$ cat src/rtl/core/ihpc_pkg.sv
// ----------------------------------------------------------------------------
// IPv4 header parser package
// Status codes, header word positions, the result record shared by the
// parser and its output queue, and the one's-complement halfword adder.
// ----------------------------------------------------------------------------
package ihpc_pkg;

	typedef enum logic [1:0] {
		STATUS_OK           = 2'd0,
		STATUS_OVERFLOW     = 2'd1,
		STATUS_BAD_VERSION  = 2'd2,
		STATUS_BAD_CHECKSUM = 2'd3
	} status_t;

	localparam logic [3:0]  IP_VERSION       = 4'd4;
	localparam logic [3:0]  MIN_IHL          = 4'd5;
	localparam logic [15:0] MIN_BUFFER_BYTES = 16'd20;

	localparam logic [3:0] WORD_NONE  = 4'd0;
	localparam logic [3:0] WORD_FLAGS = 4'd1;
	localparam logic [3:0] WORD_TTL   = 4'd2;
	localparam logic [3:0] WORD_SRC   = 4'd3;
	localparam logic [3:0] WORD_DST   = 4'd4;

	typedef struct packed {
		status_t     status;
		logic [3:0]  header_words;
		logic [7:0]  dscp_ecn;
		logic [15:0] total_length;
		logic [15:0] fragment_id;
		logic [2:0]  fragment_flags;
		logic [12:0] fragment_offset;
		logic [7:0]  time_to_live;
		logic [7:0]  protocol_number;
		logic [15:0] stored_checksum;
		logic [31:0] source_address;
		logic [31:0] dest_address;
	} result_t;

	// Adds one halfword to the running sum and folds the carry back in.
	function automatic logic [16:0] fold_add(input logic [16:0] sum, input logic [15:0] half);
		logic [17:0] s;
		s = {1'b0, sum} + {2'b00, half};
		return {1'b0, s[15:0]} + {15'd0, s[17:16]};
	endfunction

endpackage

$ cat src/rtl/core/ihpc_in_if.sv
// ----------------------------------------------------------------------------
// IPv4 header word channel
// Carries one header word per transaction with its framing information.
// ----------------------------------------------------------------------------
interface ihpc_in_if;
	logic        valid;
	logic        ready;
	logic [31:0] header_word;
	logic        first_word;
	logic [15:0] buffer_bytes;

	modport source (output valid, output header_word, output first_word,
		output buffer_bytes, input ready);
	modport sink (input valid, input header_word, input first_word,
		input buffer_bytes, output ready);
endinterface

$ cat src/rtl/core/ihpc_out_if.sv
// ----------------------------------------------------------------------------
// IPv4 header result channel
// Carries the decoded fixed header fields and the check status.
// ----------------------------------------------------------------------------
interface ihpc_out_if;
	logic        valid;
	logic        ready;
	logic [1:0]  status;
	logic [3:0]  header_words;
	logic [7:0]  dscp_ecn;
	logic [15:0] total_length;
	logic [15:0] fragment_id;
	logic [2:0]  fragment_flags;
	logic [12:0] fragment_offset;
	logic [7:0]  time_to_live;
	logic [7:0]  protocol_number;
	logic [15:0] stored_checksum;
	logic [31:0] source_address;
	logic [31:0] dest_address;

	modport source (output valid, output status, output header_words, output dscp_ecn,
		output total_length, output fragment_id, output fragment_flags,
		output fragment_offset, output time_to_live, output protocol_number,
		output stored_checksum, output source_address, output dest_address,
		input ready);
	modport sink (input valid, input status, input header_words, input dscp_ecn,
		input total_length, input fragment_id, input fragment_flags,
		input fragment_offset, input time_to_live, input protocol_number,
		input stored_checksum, input source_address, input dest_address,
		output ready);
endinterface

$ cat src/rtl/core/ihpc_front.sv
// ----------------------------------------------------------------------------
// IPv4 header parser front end
// Accepts header words, captures the fixed fields, keeps the running
// checksum and classifies each header into one result record.
// ----------------------------------------------------------------------------
module ihpc_front (
	input  logic              clk,
	input  logic              arst_n,
	ihpc_in_if.sink           hdr,
	input  logic              full,
	output logic              push,
	output ihpc_pkg::result_t push_data
);
	import ihpc_pkg::*;

	logic [3:0]  word_count_q;
	logic [16:0] sum_q;
	logic [15:0] avail_q;
	logic [31:0] w0_q;
	logic [31:0] w1_q;
	logic [31:0] w2_q;
	logic [31:0] w3_q;
	logic [31:0] w4_q;

	logic        accept;
	logic [15:0] hi;
	logic [15:0] lo;
	logic [16:0] sum_first;
	logic [16:0] sum_a;
	logic [16:0] sum_b;
	logic [3:0]  ihl;
	logic [15:0] len;
	logic [3:0]  need;
	logic        short_buf;
	logic        bad_version;
	logic        bounds_err;
	logic        done;
	logic [31:0] dest;
	result_t     full_rec;

	assign hdr.ready = !full;
	assign accept    = hdr.valid && hdr.ready;
	assign hi        = hdr.header_word[31:16];
	assign lo        = hdr.header_word[15:0];

	assign sum_first = fold_add(fold_add(17'd0, hi), lo);
	assign sum_a     = fold_add(sum_q, hi);
	assign sum_b     = (word_count_q == WORD_TTL) ? sum_a : fold_add(sum_a, lo);

	assign ihl         = w0_q[27:24];
	assign len         = w0_q[15:0];
	assign need        = (ihl < MIN_IHL) ? MIN_IHL : ihl;
	assign short_buf   = hdr.buffer_bytes < MIN_BUFFER_BYTES;
	assign bad_version = hdr.header_word[31:28] != IP_VERSION;
	assign bounds_err  = (len > avail_q) || ({10'd0, ihl, 2'b00} > len) || (ihl < MIN_IHL);
	assign done        = (({1'b0, word_count_q} + 5'd1) >= {1'b0, need})
		&& (word_count_q >= WORD_DST);
	assign dest        = (word_count_q == WORD_DST) ? hdr.header_word : w4_q;

	always_comb begin
		full_rec.status          = STATUS_OK;
		full_rec.header_words    = ihl;
		full_rec.dscp_ecn        = w0_q[23:16];
		full_rec.total_length    = len;
		full_rec.fragment_id     = w1_q[31:16];
		full_rec.fragment_flags  = w1_q[15:13];
		full_rec.fragment_offset = w1_q[12:0];
		full_rec.time_to_live    = w2_q[31:24];
		full_rec.protocol_number = w2_q[23:16];
		full_rec.stored_checksum = w2_q[15:0];
		full_rec.source_address  = w3_q;
		full_rec.dest_address    = dest;
	end

	always_comb begin
		push      = 1'b0;
		push_data = '0;
		if (accept) begin
			if (hdr.first_word) begin
				if (short_buf) begin
					push             = 1'b1;
					push_data.status = STATUS_OVERFLOW;
				end else if (bad_version) begin
					push             = 1'b1;
					push_data.status = STATUS_BAD_VERSION;
				end
			end else if (word_count_q != WORD_NONE) begin
				if (word_count_q == WORD_DST && bounds_err) begin
					push             = 1'b1;
					push_data        = full_rec;
					push_data.status = STATUS_OVERFLOW;
				end else if (done) begin
					push             = 1'b1;
					push_data        = full_rec;
					push_data.status = (~sum_b[15:0] != w2_q[15:0]) ?
						STATUS_BAD_CHECKSUM : STATUS_OK;
				end
			end
		end
	end

	always_ff @(posedge clk or negedge arst_n) begin
		if (!arst_n) begin
			word_count_q <= WORD_NONE;
			sum_q        <= '0;
		end else if (accept) begin
			if (hdr.first_word) begin
				if (short_buf || bad_version) begin
					word_count_q <= WORD_NONE;
					sum_q        <= '0;
				end else begin
					word_count_q <= WORD_FLAGS;
					sum_q        <= sum_first;
				end
			end else if (word_count_q != WORD_NONE) begin
				sum_q <= sum_b;
				if (push) begin
					word_count_q <= WORD_NONE;
				end else begin
					word_count_q <= word_count_q + 4'd1;
				end
			end
		end
	end

	always_ff @(posedge clk) begin
		if (accept) begin
			if (hdr.first_word) begin
				avail_q <= hdr.buffer_bytes;
				if (!short_buf && !bad_version) begin
					w0_q <= hdr.header_word;
				end
			end else begin
				case (word_count_q)
					WORD_FLAGS: w1_q <= hdr.header_word;
					WORD_TTL:   w2_q <= hdr.header_word;
					WORD_SRC:   w3_q <= hdr.header_word;
					WORD_DST:   w4_q <= hdr.header_word;
					default: ;
				endcase
			end
		end
	end

	a_push_on_accept: assert property (@(posedge clk) disable iff (!arst_n)
		push |-> (hdr.valid && hdr.ready))
		else $error("result produced without an accepted word");

	a_close_after_push: assert property (@(posedge clk) disable iff (!arst_n)
		push |=> (word_count_q == WORD_NONE))
		else $error("header still open after its result");

	a_no_result_while_idle: assert property (@(posedge clk) disable iff (!arst_n)
		(accept && !hdr.first_word && word_count_q == WORD_NONE) |-> !push)
		else $error("stray word produced a result");

endmodule

$ cat src/rtl/core/ihpc_queue.sv
// ----------------------------------------------------------------------------
// IPv4 header parser result queue
// Two-entry queue that holds result records until the sink takes them.
// ----------------------------------------------------------------------------
module ihpc_queue (
	input  logic              clk,
	input  logic              arst_n,
	input  logic              push,
	input  ihpc_pkg::result_t push_data,
	output logic              full,
	ihpc_out_if.source        res
);
	import ihpc_pkg::*;

	result_t    ent_q [2];
	logic       wr_ptr_q;
	logic       rd_ptr_q;
	logic [1:0] count_q;
	logic       pop;
	result_t    head;

	assign full      = count_q == 2'd2;
	assign res.valid = count_q != 2'd0;
	assign pop       = res.valid && res.ready;
	assign head      = ent_q[rd_ptr_q];

	assign res.status          = head.status;
	assign res.header_words    = head.header_words;
	assign res.dscp_ecn        = head.dscp_ecn;
	assign res.total_length    = head.total_length;
	assign res.fragment_id     = head.fragment_id;
	assign res.fragment_flags  = head.fragment_flags;
	assign res.fragment_offset = head.fragment_offset;
	assign res.time_to_live    = head.time_to_live;
	assign res.protocol_number = head.protocol_number;
	assign res.stored_checksum = head.stored_checksum;
	assign res.source_address  = head.source_address;
	assign res.dest_address    = head.dest_address;

	always_ff @(posedge clk or negedge arst_n) begin
		if (!arst_n) begin
			wr_ptr_q <= 1'b0;
			rd_ptr_q <= 1'b0;
			count_q  <= 2'd0;
		end else begin
			if (push) begin
				wr_ptr_q <= !wr_ptr_q;
			end
			if (pop) begin
				rd_ptr_q <= !rd_ptr_q;
			end
			case ({push, pop})
				2'b10:   count_q <= count_q + 2'd1;
				2'b01:   count_q <= count_q - 2'd1;
				default: count_q <= count_q;
			endcase
		end
	end

	always_ff @(posedge clk) begin
		if (push) begin
			ent_q[wr_ptr_q] <= push_data;
		end
	end

	a_no_push_when_full: assert property (@(posedge clk) disable iff (!arst_n)
		!(push && full))
		else $error("result pushed into a full queue");

	a_count_bound: assert property (@(posedge clk) disable iff (!arst_n)
		count_q <= 2'd2)
		else $error("queue occupancy out of range");

	a_pointer_match: assert property (@(posedge clk) disable iff (!arst_n)
		(count_q == 2'd0 || count_q == 2'd2) |-> (wr_ptr_q == rd_ptr_q))
		else $error("queue pointers disagree with occupancy");

endmodule

$ cat src/rtl/core/ipv4_header_parser_checker_core.sv
// ----------------------------------------------------------------------------
// IPv4 header parser and checksum checker
// Parses a stream of header words, verifies bounds, version and checksum,
// and delivers one result transaction per header.
//
//   channel  dir  payload
//   hdr      in   header_word[32], first_word[1], buffer_bytes[16]
//   res      out  status[2] and the decoded fixed header fields
//
// One header word is accepted every cycle except while both queue entries
// are occupied, when hdr.ready is low. A result is written into the output
// queue in the same cycle as the word that completes it and can be taken on
// the next cycle. The two-entry queue lets the front end keep accepting
// while a result waits. Reset clears the header state and empties the queue.
// ----------------------------------------------------------------------------
module ipv4_header_parser_checker_core (
	input  logic       clk,
	input  logic       arst_n,
	ihpc_in_if.sink    hdr,
	ihpc_out_if.source res
);
	import ihpc_pkg::*;

	logic    full;
	logic    push;
	result_t push_data;

	ihpc_front u_front (
		.clk       (clk),
		.arst_n    (arst_n),
		.hdr       (hdr),
		.full      (full),
		.push      (push),
		.push_data (push_data)
	);

	ihpc_queue u_queue (
		.clk       (clk),
		.arst_n    (arst_n),
		.push      (push),
		.push_data (push_data),
		.full      (full),
		.res       (res)
	);

endmodule

$ cat src/flat_wrapper.sv
// flat-port wrapper written by rule: the top's interface ports become plain ports
module ipv4_header_parser_checker_core_flat import ihpc_pkg::*;
  (clk, arst_n, hdr_valid, hdr_header_word, hdr_first_word, hdr_buffer_bytes, hdr_ready, res_valid, res_status, res_header_words, res_dscp_ecn, res_total_length, res_fragment_id, res_fragment_flags, res_fragment_offset, res_time_to_live, res_protocol_number, res_stored_checksum, res_source_address, res_dest_address, res_ready);
  ihpc_in_if hdr_i ();
  ihpc_out_if res_i ();
  input  logic clk;
  input  logic arst_n;
  input wire logic [$bits(hdr_i.valid)-1:0] hdr_valid;
  input wire logic [$bits(hdr_i.header_word)-1:0] hdr_header_word;
  input wire logic [$bits(hdr_i.first_word)-1:0] hdr_first_word;
  input wire logic [$bits(hdr_i.buffer_bytes)-1:0] hdr_buffer_bytes;
  output wire logic [$bits(hdr_i.ready)-1:0] hdr_ready;
  output wire logic [$bits(res_i.valid)-1:0] res_valid;
  output wire logic [$bits(res_i.status)-1:0] res_status;
  output wire logic [$bits(res_i.header_words)-1:0] res_header_words;
  output wire logic [$bits(res_i.dscp_ecn)-1:0] res_dscp_ecn;
  output wire logic [$bits(res_i.total_length)-1:0] res_total_length;
  output wire logic [$bits(res_i.fragment_id)-1:0] res_fragment_id;
  output wire logic [$bits(res_i.fragment_flags)-1:0] res_fragment_flags;
  output wire logic [$bits(res_i.fragment_offset)-1:0] res_fragment_offset;
  output wire logic [$bits(res_i.time_to_live)-1:0] res_time_to_live;
  output wire logic [$bits(res_i.protocol_number)-1:0] res_protocol_number;
  output wire logic [$bits(res_i.stored_checksum)-1:0] res_stored_checksum;
  output wire logic [$bits(res_i.source_address)-1:0] res_source_address;
  output wire logic [$bits(res_i.dest_address)-1:0] res_dest_address;
  input wire logic [$bits(res_i.ready)-1:0] res_ready;
  assign hdr_i.valid = hdr_valid;
  assign hdr_i.header_word = hdr_header_word;
  assign hdr_i.first_word = hdr_first_word;
  assign hdr_i.buffer_bytes = hdr_buffer_bytes;
  assign hdr_ready = hdr_i.ready;
  assign res_valid = res_i.valid;
  assign res_status = res_i.status;
  assign res_header_words = res_i.header_words;
  assign res_dscp_ecn = res_i.dscp_ecn;
  assign res_total_length = res_i.total_length;
  assign res_fragment_id = res_i.fragment_id;
  assign res_fragment_flags = res_i.fragment_flags;
  assign res_fragment_offset = res_i.fragment_offset;
  assign res_time_to_live = res_i.time_to_live;
  assign res_protocol_number = res_i.protocol_number;
  assign res_stored_checksum = res_i.stored_checksum;
  assign res_source_address = res_i.source_address;
  assign res_dest_address = res_i.dest_address;
  assign res_i.ready = res_ready;
  ipv4_header_parser_checker_core u_core (.clk(clk), .arst_n(arst_n), .hdr(hdr_i), .res(res_i));
endmodule
$ cat config.mk
export PLATFORM = sky130hd
export DESIGN_NAME = ipv4_header_parser_checker_core_flat
export DESIGN_NICKNAME = d
export VERILOG_FILES = /design/src/rtl/core/ihpc_pkg.sv /design/src/rtl/core/ihpc_in_if.sv /design/src/rtl/core/ihpc_out_if.sv /design/src/rtl/core/ihpc_front.sv /design/src/rtl/core/ihpc_queue.sv /design/src/rtl/core/ipv4_header_parser_checker_core.sv /design/src/flat_wrapper.sv
export SDC_FILE = /design/constraint.sdc
export NUM_CORES = 1
export LEC_CHECK = 0
export ABC_AREA = 0
export BUFFER_PORTS_ARGS = -buffer_cell sky130_fd_sc_hd__buf_2
export CAP_MARGIN = 20
export CORE_MARGIN = 8
export CORE_UTILIZATION = 40
export CTS_CLUSTER_DIAMETER = 60
export DETAILED_ROUTE_END_ITERATION = 8
export HOLD_SLACK_MARGIN = 0.1
export PLACE_DENSITY = 0.64
export SETUP_SLACK_MARGIN = 0.2
export SYNTH_ARGS = -nofsm -noshare
export SYNTH_HDL_FRONTEND = slang
export SYNTH_HIERARCHICAL = 1
export SYNTH_SLANG_ARGS = --single-unit
$ cat constraint.sdc
create_clock -name clk -period 9.05 [get_ports clk]
set_input_delay 2.2625 -clock clk [delete_from_list [all_inputs] [get_ports clk]]
set_output_delay 2.2625 -clock clk [all_outputs]
set_load 0.1 [all_outputs]
==> run metrics <==
synth warn=6; failing checks=negative setup slack; leading area contributor after synthesis=edfxtp_1; EDFF count, synth=488; via count=16,038; initial antenna violation count=11; Die Wd=266 µm; # setup viols final=4; RSZ-0062 raised after global routing=yes; Syn Inst Count=1,750; row count=91; Setup crit start kind=input pin; status=finished, violations left; clk sink count=513; Top Ports=213; f_max=0.108 GHz; hold buffers post-CTS=0; Yosys reg bits=513; asr flop ratio synth=4.87%; Mapped Area=0.0250 mm²; gr usage total=19.2%; Worst Skew=0.0217 ns; share of cells above drive strength 1=34.8%; area growth from synthesis to layout=21.4%; pre-CTS setup slack=-0.936 ns; WP data arrival=9.52 ns; DRT iter0 DRCs=1,202; DR vias/cell=5.29; total gr overflow=0; top area cells in the synthesized netlist=edfxtp_1, mux2_4, ha_1; Layout Nets=2,294; Area after DPL=0.0285 mm²; clk_lat worst skew=0.58 ns; ys flop type=edfxtp_1; Unique masters post-synth=79; pin count of the biggest net entering global routing=140; syn avg cell area=14.3 µm²; Max transition margin=20.3%; Final WS setup=-0.174 ns; H-tree lvl count=2; Slew @ Worst Pin=1.19 ns; Die Span Y=266 µm; DRC Markers=0; Routed WL per cell=23.1 µm; sequential area share after synthesis=61.1%; vias in the first global route=16,262; Max clock buf depth=3; global-route wire length before repair=103 mm; crit-path max cell delay=0.51 ns; CP endpoint kind=register; critical path required time=9.35 ns; Clock Tree Root=clkbuf_16; Slew Limit Fails=0; Final Hold Vio Count=0; Net Count, Synth=1,891; Initial Util=40.5%; antenna viol nets, final=0; crit path kind=input pin to register; final wirelength=70.1 mm; die outline area=0.0708 mm²; Clock transition at path regs=0.06 ns; Port Buffers=212; CTS Buf Count=51; Worst Hold Class=register to register; crit path time final=9.22 ns; Core Area=0.0617 mm²; CP max FO=3; Critical Path Slowest Stage Cell=or4_4; max cap viols=0; Final period util=102%; post-route cell area=0.0303 mm²; RePlAce Congestion=0.938; CTS tree=yes; Detailed Place HPWL=49.7 mm; DR pass1 iterations=5; share of the synthesized area in the top cell type=58.6%
## sequential cells by signal (all words and copies together), names as in the netlist
name                         count
u_core/u_queue/ent_q           316
u_core/u_front/sum_q            17
u_core/u_queue/wr_ptr_q          1
u_core/u_front/w0_q             28
u_core/u_front/w3_q             32
u_core/u_front/word_count_q      4
u_core/u_front/w1_q             32
u_core/u_queue/rd_ptr_q          1
u_core/u_queue/count_q           2
u_core/u_front/avail_q          16
u_core/u_front/w4_q             32
u_core/u_front/w2_q             32
## layout make-up
cell class,count,area (µm²)
fill,5387,31400
sequential,513,15300
multi-input combinational,1114,9550
timing repair buffer,418,2680
clock buffer,65,1390
tap,837,1050
inverter,55,206
clock inverter,26,183
antenna,3,7.51
## worst paths after layout
check	start	to	slack [ns]	cells after the start
worst max-delay path	hdr_header_word[18]	u_core/u_queue/ent_q[0][156]	-0.17	35
worst min-delay path	u_core/u_queue/count_q[1]	u_core/u_queue/count_q[1]	0.53	1
worst max register to register	u_core/u_front/sum_q[0]	u_core/u_queue/ent_q[0][156]	1.25	37
worst min register to register	u_core/u_queue/count_q[1]	u_core/u_queue/count_q[1]	0.53	1
max in group asynchronous	arst_n	u_core/u_queue/rd_ptr_q	6.89	1
min in group asynchronous	arst_n	u_core/u_front/word_count_q[3]	1.69	1
## stage by stage
step / cells / hold slack (ns) / setup TNS (ns) / utilization [%]
final: 3031 / 0.530 / -0.526 / 49.2
after global routing: 3028 / 0.547 / -1.98 / 49.2
after CTS: 3023 / 0.517 / -0.309 / 48.9
after detailed placement: 2926 / 0.503 / -7.66 / 46.2
after global placement: 2926 / 0.469 / -5.17 / 46.2
after floorplan: 1750 / 0.448 / -1.38 / -
## per-layer routing
layer | track usage (%) | wire length [µm]
met1 | 25.5 | 30000
met2 | 32.6 | 34200
met3 | 2.94 | 4170
met4 | 5.28 | 1730
met5 | 0 | 9
## cell usage in the layout (no fill, tap or decap), types with 23 or more instances in the layout
cell type  count
edfxtp_1     488
buf_2        210
buf_4        201
and2_1       158
mux2_4       102
mux2_2        88
nor2_1        87
ha_1          76
clkbuf_16     53
inv_1         53
nand2_1       50
xnor2_1       45
a21oi_1       44
xor2_1        36
o21ai_0       31
nand3_1       27
dfrtp_1       24
a21o_1        23
nand4_1       23
## synth_stat cells, types with 6 or more instances
master     instances
a2111oi_0          9
a211o_1           12
a211oi_1          17
a21o_1            23
a21oi_1           50
a221oi_1          10
a22oi_1            6
a31oi_1            8
and2_1           159
and3_1            12
and4_1             9
buf_2              6
buf_6             15
clkbuf_1          43
dfrtp_1           25
edfxtp_1         488
ha_1              83
inv_1             55
mux2_2            89
mux2_4           101
mux2i_1            8
nand2_1           52
nand2b_1          11
nand3_1           28
nand4_1           23
nor2_1            92
nor2b_1           14
nor3_1            16
nor3b_1            6
nor4_1            10
o211ai_1          12
o21a_1            19
o21ai_0           32
o21bai_1           9
o22ai_1            8
o31ai_1            6
or3_1              7
or4_1              6
xnor2_1           47
xor2_1            37
## worst max-delay path: cells and delay by family
kind	cells	cell delay (ns)
adder cells (fa/ha/maj)	5	1.48
buffers and inverters	4	0.47
AND/OR/NAND/NOR	10	2.25
AO/OA/AOI/OAI	14	2.41
XOR/XNOR	2	0.61
## cell families (layout without fill, tap and decap cells)
logic type,Yosys count,count (layout),share of synthesized area (%)
muxes,198,198,10.4
and+or+nand+nor,471,471,10.5
AOI/OAI and AO/OA,267,267,7.67
other,0,3,0
DFF,513,513,61.1
buffers and inverters,123,564,2.33
xor gates and xnor gates,90,90,3.46
adders and majority gates,88,88,4.55
## what timing repair did
item	CTS	global route
gates resized for setup	16	23
pin swaps	20	19
endpoints found under the setup margin	8	17
buffers inserted	6	5
gates cloned	0	0
hold endpoints to repair	0	0
Power is not shown: default switching activity piles up to over one toggle a cycle in this logic, so the estimate is an artifact.
